**src/rtl/sorted_table_binary_search_defines.svh**
```systemverilog
// Assertion macros shared by the sorted table search modules.
`ifndef SORTED_TABLE_BINARY_SEARCH_DEFINES_SVH
`define SORTED_TABLE_BINARY_SEARCH_DEFINES_SVH

// Checks that cons holds in the same cycle as ante.
`define STBS_ASSERT_SAME(lbl, ante, cons) \
  lbl: assert property (@(posedge clk) disable iff (!rst_n) (ante) |-> (cons)) \
    else $error("sorted table search: assertion failed");

// Checks that cons holds in the cycle after ante.
`define STBS_ASSERT_NEXT(lbl, ante, cons) \
  lbl: assert property (@(posedge clk) disable iff (!rst_n) (ante) |=> (cons)) \
    else $error("sorted table search: assertion failed");

`endif

```
**src/rtl/stbs_pkg.sv**
```systemverilog
// Shared constants, payload types and control structs of the sorted table search.
package stbs_pkg;

  localparam int TABLE_DEPTH = 32;
  localparam int KEY_W       = 8;
  localparam int SLOT_W      = 5;
  localparam int CNT_W       = 6;
  localparam int IDX_W       = $clog2(TABLE_DEPTH);
  localparam int ADDR_W      = 2;
  localparam int DATA_W      = 32;

  localparam logic [ADDR_W-1:0] REG_ENTRIES = ADDR_W'(0);

  localparam logic KIND_LOAD   = 1'b0;
  localparam logic KIND_SEARCH = 1'b1;

  typedef struct packed {
    logic              kind;
    logic [SLOT_W-1:0] slot;
    logic [KEY_W-1:0]  key;
  } stbs_in_t;

  typedef struct packed {
    logic             found;
    logic [CNT_W-1:0] position;
  } stbs_out_t;

  typedef struct packed {
    logic start;
    logic load;
    logic probe;
    logic update;
    logic push;
  } stbs_cmd_t;

  typedef struct packed {
    logic window_empty;
    logic hit;
    logic out_free;
  } stbs_sts_t;

endpackage

```
**src/rtl/stbs_cfg.sv**
```systemverilog
// APB-style register block holding the entries-in-use count.
module stbs_cfg
  import stbs_pkg::*;
(
  input  logic              clk,
  input  logic              rst_n,
  input  logic              psel,
  input  logic              penable,
  input  logic              pwrite,
  input  logic [ADDR_W-1:0] paddr,
  input  logic [DATA_W-1:0] pwdata,
  output logic [DATA_W-1:0] prdata,
  output logic              pready,
  output logic [CNT_W-1:0]  entries_r
);

  logic [CNT_W-1:0] entries_nxt;
  logic             wr_en;

  assign pready = 1'b1;
  assign wr_en  = psel && penable && pwrite && pready && (paddr == REG_ENTRIES);

  always_comb begin
    entries_nxt = entries_r;
    if (wr_en) begin
      entries_nxt = pwdata[CNT_W-1:0];
    end
  end

  always_ff @(posedge clk) begin
    if (!rst_n) begin
      entries_r <= '0;
    end else begin
      entries_r <= entries_nxt;
    end
  end

  assign prdata = (paddr == REG_ENTRIES) ? {{(DATA_W-CNT_W){1'b0}}, entries_r} : '0;

endmodule

```
**src/rtl/stbs_dp.sv**
```systemverilog
// Search datapath: key table, search window, probe compare and result register.
`include "sorted_table_binary_search_defines.svh"

module stbs_dp
  import stbs_pkg::*;
(
  input  logic             clk,
  input  logic             rst_n,
  input  stbs_in_t         in_data,
  input  logic [CNT_W-1:0] entries,
  input  stbs_cmd_t        cmd,
  output stbs_sts_t        sts,
  output logic             out_valid,
  input  logic             out_stall,
  output stbs_out_t        out_data
);

  logic [KEY_W-1:0] mem [TABLE_DEPTH];

  logic [KEY_W-1:0] key_r;
  logic [KEY_W-1:0] rdata_r;
  logic [CNT_W-1:0] lo_r, lo_nxt;
  logic [CNT_W-1:0] hi_r, hi_nxt;
  logic [CNT_W-1:0] mid;
  logic [CNT_W-1:0] mid_r;
  logic [CNT_W-1:0] span;
  logic [CNT_W-1:0] count;
  logic             res_found_r;
  logic [CNT_W-1:0] res_pos_r;
  logic             out_valid_r;
  stbs_out_t        out_data_r;
  logic             less;

  // A count above the table depth searches the whole table.
  assign count = (entries > CNT_W'(TABLE_DEPTH)) ? CNT_W'(TABLE_DEPTH) : entries;

  // The window is [lo, hi) with hi one past the last candidate.
  assign span = hi_r - lo_r - CNT_W'(1);
  assign mid  = lo_r + (span >> 1);
  assign less = rdata_r < key_r;

  assign sts.window_empty = lo_r >= hi_r;
  assign sts.hit          = rdata_r == key_r;
  assign sts.out_free     = !out_valid_r || !out_stall;

  always_comb begin
    lo_nxt = lo_r;
    hi_nxt = hi_r;
    if (cmd.start) begin
      lo_nxt = '0;
      hi_nxt = count;
    end else if (cmd.update && !sts.hit) begin
      if (less) begin
        lo_nxt = mid_r + CNT_W'(1);
      end else begin
        hi_nxt = mid_r;
      end
    end
  end

  always_ff @(posedge clk) begin
    if (cmd.load) begin
      mem[in_data.slot] <= in_data.key;
    end
    if (cmd.probe) begin
      rdata_r <= mem[mid[IDX_W-1:0]];
      mid_r   <= mid;
    end
  end

  always_ff @(posedge clk) begin
    lo_r <= lo_nxt;
    hi_r <= hi_nxt;
    if (cmd.start) begin
      key_r       <= in_data.key;
      res_found_r <= 1'b0;
      res_pos_r   <= '0;
    end else if (cmd.update && sts.hit) begin
      res_found_r <= 1'b1;
      res_pos_r   <= mid_r + CNT_W'(1);
    end
    if (cmd.push) begin
      out_data_r.found    <= res_found_r;
      out_data_r.position <= res_pos_r;
    end
  end

  always_ff @(posedge clk) begin
    if (!rst_n) begin
      out_valid_r <= 1'b0;
    end else if (cmd.push) begin
      out_valid_r <= 1'b1;
    end else if (!out_stall) begin
      out_valid_r <= 1'b0;
    end
  end

  assign out_valid = out_valid_r;
  assign out_data  = out_data_r;

  `STBS_ASSERT_SAME(a_probe_in_window, cmd.update, (mid_r >= lo_r) && (mid_r < hi_r))
  `STBS_ASSERT_NEXT(a_push_sets_valid, cmd.push, out_valid_r)
  `STBS_ASSERT_NEXT(a_stalled_result_held, out_valid_r && out_stall && !cmd.push, out_valid_r)

endmodule

```
**src/rtl/stbs_ctrl.sv**
```systemverilog
// Search controller: sequences loads, probe rounds and result hand-off.
`include "sorted_table_binary_search_defines.svh"

module stbs_ctrl
  import stbs_pkg::*;
(
  input  logic      clk,
  input  logic      rst_n,
  input  logic      in_valid,
  output logic      in_stall,
  input  logic      in_kind,
  input  stbs_sts_t sts,
  output stbs_cmd_t cmd
);

  typedef enum logic [3:0] {
    S_IDLE    = 4'b0001,
    S_CHECK   = 4'b0010,
    S_COMPARE = 4'b0100,
    S_DONE    = 4'b1000
  } stbs_state_t;

  stbs_state_t state_r, state_nxt;
  logic        accept;

  assign in_stall = state_r != S_IDLE;
  assign accept   = in_valid && !in_stall;

  always_comb begin
    state_nxt = state_r;
    cmd       = '0;
    case (state_r)
      S_IDLE: begin
        if (accept) begin
          if (in_kind == KIND_SEARCH) begin
            cmd.start = 1'b1;
            state_nxt = S_CHECK;
          end else begin
            cmd.load = 1'b1;
          end
        end
      end
      S_CHECK: begin
        if (sts.window_empty) begin
          state_nxt = S_DONE;
        end else begin
          cmd.probe = 1'b1;
          state_nxt = S_COMPARE;
        end
      end
      S_COMPARE: begin
        cmd.update = 1'b1;
        state_nxt  = sts.hit ? S_DONE : S_CHECK;
      end
      S_DONE: begin
        // The result waits here while the output register is full and stalled.
        if (sts.out_free) begin
          cmd.push  = 1'b1;
          state_nxt = S_IDLE;
        end
      end
      default: begin
        state_nxt = S_IDLE;
      end
    endcase
  end

  always_ff @(posedge clk) begin
    if (!rst_n) begin
      state_r <= S_IDLE;
    end else begin
      state_r <= state_nxt;
    end
  end

  `STBS_ASSERT_NEXT(a_push_returns_idle, cmd.push, state_r == S_IDLE)
  `STBS_ASSERT_NEXT(a_done_waits, (state_r == S_DONE) && !sts.out_free, state_r == S_DONE)

endmodule

```
**src/rtl/sorted_table_binary_search.sv**
```systemverilog
// A load request writes one key into the table and gives no result, and the
// block stays ready for the next request. A search request runs a binary search
// over the first entries_in_use slots with one table probe per round (a
// registered read of the single-port key table at the window midpoint, then
// the compare). A search ends on a hit or when the window is empty; its
// result then waits in the done state until the output register is free, and
// the next request is taken once it has been pushed. For a full 32-entry
// table a search makes at most 6 probes. Results sit in an output register,
// so the next request is taken while a result still waits downstream. The
// table has no reset: search only slots that were loaded.
module sorted_table_binary_search
  import stbs_pkg::*;
(
  input  logic              clk,
  input  logic              rst_n,
  input  logic              in_valid,
  output logic              in_stall,
  input  stbs_in_t          in_data,
  output logic              out_valid,
  input  logic              out_stall,
  output stbs_out_t         out_data,
  input  logic              psel,
  input  logic              penable,
  input  logic              pwrite,
  input  logic [ADDR_W-1:0] paddr,
  input  logic [DATA_W-1:0] pwdata,
  output logic [DATA_W-1:0] prdata,
  output logic              pready
);

  logic [CNT_W-1:0] entries;
  stbs_cmd_t        cmd;
  stbs_sts_t        sts;

  stbs_cfg u_cfg (
    .clk       (clk),
    .rst_n     (rst_n),
    .psel      (psel),
    .penable   (penable),
    .pwrite    (pwrite),
    .paddr     (paddr),
    .pwdata    (pwdata),
    .prdata    (prdata),
    .pready    (pready),
    .entries_r (entries)
  );

  stbs_ctrl u_ctrl (
    .clk      (clk),
    .rst_n    (rst_n),
    .in_valid (in_valid),
    .in_stall (in_stall),
    .in_kind  (in_data.kind),
    .sts      (sts),
    .cmd      (cmd)
  );

  stbs_dp u_dp (
    .clk       (clk),
    .rst_n     (rst_n),
    .in_data   (in_data),
    .entries   (entries),
    .cmd       (cmd),
    .sts       (sts),
    .out_valid (out_valid),
    .out_stall (out_stall),
    .out_data  (out_data)
  );

endmodule
```
**config.mk**
```make
export PLATFORM = sky130hd
export DESIGN_NAME = sorted_table_binary_search
export DESIGN_NICKNAME = d
export VERILOG_FILES = /design/src/rtl/stbs_pkg.sv /design/src/rtl/stbs_cfg.sv /design/src/rtl/stbs_dp.sv /design/src/rtl/stbs_ctrl.sv /design/src/rtl/sorted_table_binary_search.sv
export VERILOG_INCLUDE_DIRS = /design/src /design/src/rtl
export SDC_FILE = /design/constraint.sdc
export NUM_CORES = 1
export LEC_CHECK = 0
export BUFFER_PORTS_ARGS = -buffer_cell sky130_fd_sc_hd__clkbuf_2
export CAP_MARGIN = 20
export CORE_ASPECT_RATIO = 0.9
export CORE_MARGIN = 1
export CORE_UTILIZATION = 60
export CTS_BUF_LIST = sky130_fd_sc_hd__clkbuf_4
export CTS_CLUSTER_DIAMETER = 40
export DETAILED_ROUTE_END_ITERATION = 10
export PLACE_DENSITY = 0.85
export SYNTH_ARGS = -nofsm -noshare
export SYNTH_HDL_FRONTEND = slang
export SYNTH_SLANG_ARGS = --single-unit
```
**constraint.sdc**
```tcl
create_clock -name clk -period 7.9 [get_ports clk]
set_input_delay 0.79 -clock clk [delete_from_list [all_inputs] [get_ports clk]]
set_output_delay 0.79 -clock clk [all_outputs]
set_load 0.01 [all_outputs]
```
# Word-level counts from Yosys, hierarchy flattened
# Memory sizes are Yosys's and may differ from the RTL's. A register that Yosys moved wholly into a read port is not among the register bits.
# Index checks and enable logic that the tools add are counted.
word_totals:
  wordCells: 70
  ff_bits: 51
  in_bits: 55
  mem_count: 1
  out_inout_bits: 42
  mem_bits_rw: 256
memory_table:
  columns: ["memory", "words", "word_bits", "rd", "rd_ports_with_merged_regs", "write_ports", "line_no", "source"]
  rows:
  - ["u_dp.mem", 32, 8, 1, 1, 1, "stbs_dp.sv:18", "logic [KEY_W-1:0] mem [TABLE_DEPTH];"]
op_classes:
  n_reduce_logical: 16
  order_cmp: 3
  add_sub_neg: 4
  eq_ne: 11
  mux: 24
op_table:
  columns: ["op", "count"]
  rows:
  - ["2-to-1 mux 6 bit", 5]
  - ["2-to-1 mux 4 bit", 5]
  - ["one-hot mux 4 bit (4 select lines)", 1]
  - ["2-to-1 mux 1 bit", 11]
  - ["== test 8 bit", 1]
  - ["< comparator 8 bit", 1]
  - ["adder 6 x 1 -> 6 bit (second input constant)", 1]
  - ["adder 6 x 5 -> 6 bit", 1]
  - [">= comparator 6 bit", 1]
  - ["greater-than comparator 6 bit (second input constant)", 1]
  - ["logical AND 1 bit", 6]
  - ["!= test 2 bit (second input constant)", 3]
  - ["subtractor 6 x 1 -> 6 bit (second input constant)", 1]
  - ["subtractor 6 bit", 1]
  - ["== test 4 x 1 -> 1 bit (second input constant)", 1]
  - ["== test 4 x 2 -> 1 bit (second input constant)", 1]
  - ["== test 4 x 3 -> 1 bit (second input constant)", 1]
  - ["== test 4 bit (second input constant)", 1]
  - ["zero test 1 bit", 4]
  - ["2-to-1 mux 2 bit", 2]
  - ["!= test 2 x 1 -> 1 bit (second input constant)", 2]
  - ["!= test 4 x 1 -> 1 bit (second input constant)", 1]
  - ["AND reduction 2 bit", 2]
  - ["AND reduction 3 bit", 1]
  - ["other kinds (3)", 3]

# Logic depth before layout (Yosys ltp)
# Gate-level depths: netlist of the first run.
depth:
  depth_word: 7
  depth_mapped: 12
  depth_no_buf: 12

# Hierarchy
# Synthesis of the first run repeated with hierarchy kept, for this count alone.
hier_totals:
  hier_cells: 744
  hier_area_um2: 13402.9
by_module_without_submodules:
  columns: ["module", "seq_area_each_um2", "cells_per_inst", "area_per_inst_um2", "instances"]
  rows:
  - ["stbs_dp", 9018.6, 652, 12635.9, 1]
  - ["stbs_cfg", 120.1, 63, 503.0, 1]
  - ["stbs_ctrl", 80.1, 29, 264.0, 1]

# Least setup slack after synthesis of the first run
# No wires, ideal clock.
synth_path:
  kind: "flip-flop to flip-flop"
  startpoint: "reg u_dp.hi_r[0]"
  endpoint: "reg u_dp.rdata_r[6], read port of u_dp.mem, data pin"
  stages_incl_launch_ff: 12
  required_ns: 7.640
  path_buffers: 2
  setup_time_ns: 0.260
  path_slack_ns: 4.564
  synth_period_minus_slack_ns: 3.336
  t_arrival_ns: 3.076
  cell_sequence: "edfxtp_1 > ha_1 > fa_1 > ha_1 > inv_1 > fa_1 > buf_2 > buf_1 > mux4_2 > mux2i_1 > mux2i_1 > mux2_2"
synth_via:
  elab_chain_cells: 3
  word_cells_on_any_way: 6
  classes_between: "add/sub: 3; order compare: 1; mux: 2"
synth_lines:
  columns: ["item", "line_no", "source"]
  rows:
  - ["from (decl)", "stbs_dp.sv:23", "logic [CNT_W-1:0] hi_r, hi_nxt;"]
  - ["from (signal assigned)", "stbs_dp.sv:73", "hi_r <= hi_nxt;"]
  - ["subtractor 6 bit / >= comparator 6 bit (equally long branches)", "stbs_dp.sv:38, stbs_dp.sv:42", null]
  - ["subtractor 6 x 1 -> 6 bit / 2-to-1 mux 1 bit (equally long branches)", "stbs_dp.sv:38, stbs_ctrl.sv:44", null]
  - ["adder 6 x 5 -> 6 bit / 2-to-1 mux 1 bit (equally long branches)", "stbs_dp.sv:39, stbs_ctrl.sv:32", null]
  - ["to (decl)", "stbs_dp.sv:21", "logic [KEY_W-1:0] rdata_r;"]
# Several ways; a longest one is shown, not always the timed one.
# A chain may end at the register's enable or synchronous reset.

# Worst setup path in the final report of the first run
layout_path:
  startpoint: "reg u_dp.lo_r[0]"
  endpoint: "reg u_dp.rdata_r[3], read port of u_dp.mem, data pin"
layout_via:
  elab_chain_cells: 3
  word_cells_on_any_way: 6
  classes_between: "add/sub: 3; order compare: 1; mux: 2"
layout_lines:
  columns: ["item", "line_no", "source"]
  rows:
  - ["from (decl)", "stbs_dp.sv:22", "logic [CNT_W-1:0] lo_r, lo_nxt;"]
  - ["from (signal assigned)", "stbs_dp.sv:72", "lo_r <= lo_nxt;"]
  - ["subtractor 6 bit", "stbs_dp.sv:38", "assign span = hi_r - lo_r - CNT_W'(1);"]
  - ["subtractor 6 x 1 -> 6 bit", "stbs_dp.sv:38", null]
  - ["adder 6 x 5 -> 6 bit (*)", "stbs_dp.sv:39", "assign mid = lo_r + (span >> 1);"]
  - ["via u_dp.mid[0]", "stbs_dp.sv:24", "logic [CNT_W-1:0] mid;"]
# Mark *: on every way through the listed nets, which the timed path passes. The rest lies on a longest branch.

==> reports/qor.csv, run 1 <==
metric,value,unit
routed len/inst,21.4,um
final net count,915,
Critical Path RT,8.31,ns
Max Cap Viol,0,
Routed Antenna Nets,0,
final max-slew violation count,0,
"Arr. time, crit path",4.69,ns
Setup Crit Path Kind,reg -> reg,
Gate Count Post-Synth,738,
layout cells sized above 1,24.5,%
worst-margin pin slew,0.957,ns
IO buf count,43,
via/cell ratio,5.83,
clock tree sinks,315,
full die area,0.0228,mm2
LEAKAGE,5.32,nW
Ys Warns,0,
startpoint types,register,
Die H,144,um
DP HPWL,15.6,mm
post-CTS resize count,0,
1st-iter DRT viols,562,
Placer Congestion,0.897,
CTS tree,yes,
library cells used by synthesis,49,
overflow left after global routing,0,
CTS Buf Count,75,
cell area after synthesis,0.0133,mm2
final std cells w/o fill,1175,
Ports,97,
Tmin final,4.28,ns
Power Density,239,mW/mm2
# diodes,0,
initial antenna violation count,0,
via count,6849,
Post-Synth XOR/XNOR Area,1.04,%
Root Driver,clkbuf_4,
Initial Util,61.5,%
peak supply drop,0.000166,V
slew margin rel.,36.0,%
final setup TNS,0,ns
clk_skew,0.0413,ns
number of flops mapped to enable cells by yosys,291,
Synth Area in Compound Gates,2.40,%
placed insts,1047,
"most common cell after layout, fill and taps aside",edfxtp_1,
run status,"finished, final reports clean",
post-synth top area share,65.5,%
number of synthesized register bits,315,
Async SR Flop Fraction,0,%
Slowest cell on crit path,ha_4,
Clock Tree Buf Depth,3,
Clock Pin Slew Worst Setup and Hold Paths,0.08,ns
Fin. Hold Viols,0,
core area,0.0217,mm2
# Post-CTS Setup Buffers,0,
Area Growth Syn to Fin,10.0,%
vias in the first global route,7303,
most frequent cells in the layout,"291 x edfxtp_1, 111 x clkbuf_4, 55 x mux2i_1, 50 x nor2_1, 43 x clkbuf_2",
Post-Synth Adder-Cell Area,2.64,%
mux cell area share after synthesis,16.6,%
most area-hungry cell type in the Yosys netlist,edfxtp_1,
sequential share of the synthesized area,69.1,%
Worst Setup End Kind,register,
DIE WIDTH,159,um
worst-path fanout max,33,
Layout fillers,1388,
final wirelength,25.1,mm
critical-path cell list,"inv_1, ha_1, fa_1, ha_4, buf_4, mux4_1, mux2i_1, mux2i_1, mux2_2",
Crit path top cell by count,mux2i_1,
Final setup viols,0,
Synth Area in Simple Gates,4.64,%
largest family of logic cells by synthesized area,multiplexers,
first-pass detailed-route iteration total,5,
Hold Path Class,in -> reg,
Max Fclk,0.234,GHz
drt drc,0,
Tcrit/Tclk final,54.1,%
largest net degree at the start of global routing,66,
first-pass GRT wire length,39.0,mm
largest cells by area after synthesis,"edfxtp_1 65%, mux4_1 6.7%, mux4_2 5.1%",
Syn Area/Cell,18.1,um2
max incr delay on CP,0.67,ns
clock latency on the worst-skew pair,0.67,ns
RSZ-0062 raised after global routing,false,
H-tree levels,3,
GRT Total Usage,23.1,%
Synth Flop Type,edfxtp_1,
Cell Rows,51,
# hold bufs at CTS,0,
final cells by class:
class                      count  area, um2  share of cell area [%]
clock buffer                 111        833                    5.67
clock inverter                17        155                    1.06
inverter                      29        109                   0.741
multi-input combinational    366       3770                    25.7
sequential                   315       9220                    62.8
tap                          291        364                    2.48
timing repair buffer          46        238                    1.62
power by group:
part           switching, W  total, W  internal (W)
Combinational      0.000189  0.000334      0.000145
Clock              0.000598   0.00134      0.000741
Sequential       0.00000492   0.00184       0.00184
Total              0.000792   0.00351       0.00272
final timing paths:
path | start | to | slack, ns | cells after the start
min | pwdata[2] | u_cfg.entries_r[2] | 0.40 | 3
min reg2reg | u_dp.res_pos_r[3] | u_dp.out_data[3] | 0.44 | 0
max reg2reg | u_dp.lo_r[0] | u_dp.rdata_r[3] | 3.62 | 9
max | u_dp.lo_r[0] | u_dp.rdata_r[3] | 3.62 | 9
metal layers:
metal / vias up / part of all wire (%) / GRT usage, % / wire, um
li1: 3092 / - / - / -
met1: 3368 / 39 / 28.4 / 9890
met2: 325 / 51 / 39.8 / 12700
met3: 64 / 7.3 / 5.11 / 1840
met4: 0 / 2.6 / 10.4 / 661
met5: - / 0 / 0 / 0
logic make-up (layout without fill, tap and decap cells):
logic type,count (synthesis),in the layout
muxes,127,127
AOI/OAI and AO/OA,51,51
adders and majority gates,27,27
and+or+nand+nor,122,122
xor gates and xnor gates,12,12
other,2,27
DFF,315,315
buffers and inverters,82,203
sequential cells by signal, indices dropped and copies added (netlist names):
name / count
u_dp.res_pos_r: 6
u_ctrl.state_r: 4
u_dp.mem: 256
u_dp.key_r: 8
u_cfg.entries_r: 6
u_dp.res_found_r: 1
u_dp.out_data: 7
u_dp.out_valid: 1
u_dp.rdata_r: 8
u_dp.lo_r: 6
u_dp.hi_r: 6
u_dp.mid_r: 6
metrics by stage:
stage | setup WS [ns] | power (W) | instance area [um2] | hold slack, ns | utilization [%]
finish | 3.62 | 0.00351 | 14700 | 0.396 | 67.7
detailed placement | 3.62 | 0.00221 | 13700 | 0.424 | 63.1
global placement | 3.72 | 0.00220 | 13700 | 0.417 | 63.1
floorplan | 4.56 | 0.00213 | 13400 | 0.408 | -
global route | 3.42 | 0.00365 | 14700 | 0.361 | 67.7
CTS | 3.57 | 0.00354 | 14700 | 0.347 | 67.7
Yosys cell counts (5+ instances only):
cell,instances
inv_1,29
o21ai_0,13
clkbuf_1,7
mux2_2,8
nand3_1,9
nor2_1,50
buf_6,7
mux4_1,34
buf_4,31
and2_1,7
nand2b_1,11
xnor2_1,5
mux4_2,30
ha_1,25
mux2i_1,55
dfxtp_1,24
a21boi_0,6
a31oi_1,5
a21oi_1,11
nor2b_1,9
a211oi_1,5
nand2_1,20
edfxtp_1,291
worst max-delay path: cells and delay by family, from the launching register on:
family / cells / cell delay, ns
DFF: 1 / 0.40
adders and majority gates: 3 / 1.38
buffers and inverters: 2 / 0.72
muxes: 4 / 1.48
(Power assumes the default switching activity.)
==> run 2, diff against run 1 <==
--- a/config.mk
+++ b/config.mk
@@ -6,11 +6,12 @@
 export SDC_FILE = /design/constraint.sdc
 export NUM_CORES = 1
 export LEC_CHECK = 0
+export ABC_AREA = 1
 export BUFFER_PORTS_ARGS = -buffer_cell sky130_fd_sc_hd__clkbuf_2
 export CAP_MARGIN = 20
 export CORE_ASPECT_RATIO = 0.9
 export CORE_MARGIN = 1
-export CORE_UTILIZATION = 60
+export CORE_UTILIZATION = 57
 export CTS_BUF_LIST = sky130_fd_sc_hd__clkbuf_4
 export CTS_CLUSTER_DIAMETER = 40
 export DETAILED_ROUTE_END_ITERATION = 10
==> constraint.sdc (replaced) <==
create_clock -name clk -period 3.7 [get_ports clk]
set_input_delay 0.37 -clock clk [delete_from_list [all_inputs] [get_ports clk]]
set_output_delay 0.37 -clock clk [all_outputs]
set_load 0.01 [all_outputs]
==> reports/qor.csv, run 2 <==
metric,value,unit,change
Hold Crit Depth,4,,+1
Post-Synth Adder-Cell Area,2.49,%,-0.16 points
Largest register FFs,256,,unchanged
clk_skew,0.0586,ns,+0.0173 ns
Synth Area in Compound Gates,1.88,%,-0.52 points
most area-hungry cell type in the Yosys netlist,edfxtp_1,,
worst-margin pin slew,0.941,ns,-0.0157 ns
peak supply drop,0.000361,V,+120%
Ys Warns,0,,unchanged
Initial Util,58.4,%,-3.2 points
DP HPWL,18.4,mm,+18%
core area,0.0243,mm2,+12%
Tmin final,3.53,ns,-0.746 ns
Crit path top cell by count,nand2_1,,
setup slack after layout,0.170,ns,-3.45 ns
DRT met1 WL,12.5,mm,+26%
drt drc,0,,unchanged
vias in the first global route,9993,,+37%
critical-path cell list,"inv_1, ha_1, fa_1, ha_4, inv_1, fa_2, inv_2, buf_4, nand3_1, nand2_1, nand2_1, nand2_1, nand2_1, nand3_1, nand2_1",,
Met2 Wirelength,15.1,mm,+19%
Routed Antenna Nets,0,,unchanged
Clock power frac,38.9,%,+0.8 points
final max-slew violation count,0,,unchanged
P_sw,0.00188,W,+140%
via/cell ratio,5.39,,-7.5%
final wirelength,31.0,mm,+23%
Ports,97,,unchanged
Worst R2R Path Depth,15,,+6
sequential share of the synthesized area,64.9,%,-4.1 points
1st-iter DRT viols,946,,+68%
library cells used by synthesis,35,,-29%
final setup TNS,0,ns,unchanged
layout cells sized above 1,12.4,%,-12 points
Gate Count Post-Synth,1414,,+92%
Clock Tree Buf Depth,3,,unchanged
CTS Buf Count,78,,+4.0%
final net count,1589,,+74%
Logic pwr share,9.1,%,-0.4 points
Placer Congestion,0.871,,-2.9%
via count,10100,,+48%
Highest Signal Layer,met4,,
slew margin rel.,37.0,%,+1.1 points
largest family of logic cells by synthesized area,simple AND/OR/NAND/NOR gates,,
IO buf count,43,,unchanged
largest net degree at the start of global routing,130,,+97%
Largest Register,u_dp.mem,,
"Core Util, Final",64.7,%,-3.0 points
largest cells by area after synthesis,"edfxtp_1 62%, nand2_1 13%, nand3_1 6.3%",,
Slowest cell on crit path,fa_1,,
"top cells by count, synth","477 x nand2_1, 291 x edfxtp_1, 190 x inv_1",,
max incr delay on CP,0.55,ns,-0.12 ns
startpoint types,register,,
WL met3,2.55,mm,+39%
number of synthesized register bits,315,,unchanged
Max Cap Viol,0,,unchanged
Max Fclk,0.283,GHz,+21%
Hold Path Class,in -> reg,,
worst-path fanout max,26,,-21%
LEAKAGE,6.84,nW,+29%
GRT Total Usage,25.4,%,+2.3 points
Final setup viols,0,,unchanged
Setup Crit Path Kind,reg -> reg,,
Largest regs,"u_dp.mem x256, u_dp.key_r x8, u_dp.rdata_r x8",,
post-synth top area share,61.5,%,-3.9 points
Root Driver,clkbuf_4,,
initial antenna violation count,2,,+2
register share of total power,52.0,%,-0.4 points
full die area,0.0255,mm2,+12%
"Arr. time, crit path",3.96,ns,-0.73 ns
"most common cell after layout, fill and taps aside",nand2_1,,
# Post-CTS Setup Buffers,0,,unchanged
CTS tree,yes,,
Area Growth Syn to Fin,10.8,%,
most common cell in the netlist,nand2_1,,
routed len/inst,16.5,um,-23%
mux cell area share after synthesis,0,%,-17 points
Cell Int Power,0.00566,W,+110%
Synth Flop Type,edfxtp_1,,
Critical Path RT,4.13,ns,-4.18 ns
sw frac,25.0,%,+2.5 points
clock latency on the worst-skew pair,0.71,ns,+0.04 ns
cell area after synthesis,0.0142,mm2,+6.4%
Synth Area in Simple Gates,21.4,%,+17 points
most frequent cells in the layout,"477 x nand2_1, 291 x edfxtp_1, 188 x inv_1, 178 x nand3_1, 112 x clkbuf_4",,
DIE WIDTH,168,um,+5.7%
overflow left after global routing,0,,unchanged
pre-CTS setup slack,0.348,ns,-3.27 ns
Power Density,479,mW/mm2,+100%
Cell Rows,54,,+5.9%
number of flops mapped to enable cells by yosys,291,,unchanged
first-pass GRT wire length,49.6,mm,+27%
Post-Synth XOR/XNOR Area,0.776,%,-0.26 points
Worst Setup End Kind,register,,
Clock Pin Slew Worst Setup and Hold Paths,0.07,ns,about the same
Fin. Hold Viols,0,,unchanged
Async SR Flop Fraction,0,%,unchanged
run status,"finished, final reports clean",,
Syn Area/Cell,10.0,um2,-44%
H-tree levels,3,,unchanged
Tcrit/Tclk final,95.4,%,+41 points
first-pass detailed-route iteration total,6,,+1
Die H,152,um,+5.7%
RSZ-0062 raised after global routing,false,,
clock tree sinks,315,,unchanged
==> run 2: metrics by stage <==
stage	cells	power (W)	hold slack, ns	area, um2
after floorplan	1439	0.00445	0.403	14300
after global placement	1721	0.00463	0.413	14600
after detailed placement	1721	0.00465	0.414	14600
after CTS	1874	0.00756	0.0314	15700
after global routing	1876	0.00783	0.0483	15700
final	1876	0.00754	0.0662	15700
==> run 2: final cells by class <==
class                           instances  area, um2
Antenna cell                            2       5.00
Inverter                              193        726
Tap cell                              308        385
Clock inverter                         27        176
Multi-Input combinational cell        849       3880
Timing Repair Buffer                   70        503
Fill cell                            1825       8590
Sequential cell                       315       9220
Clock buffer                          112        841
==> run 2: power by group through the flow <==
stage | Combinational [W] | Clock [W] | Sequential (W)
3_3_place_gp | 0.000631 | 0 | 0.00400
3_5_place_dp | 0.000652 | 0 | 0.00400
6_report | 0.000684 | 0.00293 | 0.00392
4_1_cts | 0.000668 | 0.00297 | 0.00392
2_1_floorplan | 0.000451 | 0 | 0.00400
5_1_grt | 0.000750 | 0.00315 | 0.00392
==> run 2: worst paths after layout <==
kind,start,end,slack (ns)
hold / removal,in_data[13],u_ctrl.state_r[0],0.07
setup reg to reg,u_dp.lo_r[0],u_dp.rdata_r[1],0.17
setup / recovery,u_dp.lo_r[0],u_dp.rdata_r[1],0.17
hold reg to reg,u_dp.res_pos_r[5],u_dp.out_data[5],0.42
==> run 2: metal layers <==
metal / track usage, % / vias up
met1: 32.0 / 4727
met2: 43.2 / 518
met5: 0 / -
met4: 11.1 / 0
met3: 5.06 / 85
li1: - / 4780
==> run 2: worst max-delay path, delay by kind of cell (launching register included) <==
kind | cells | cell delay (ns)
fa+ha+maj | 4 | 1.47
buf+inv | 4 | 0.57
flops | 1 | 0.41
simple gates | 7 | 0.79
==> run 2: cells by family after synthesis <==
family | Yosys count
fa+ha+maj | 27
other cells | 2
flops | 315
compound gates | 47
buf+inv | 275
xor+xnor | 10
simple gates | 738
==> run 2: what timing repair did <==
action | in CTS | in global routing
resized for setup | 0 | 0
hold endpoints to repair | 9 | 0
hold buffers | 14 | 0
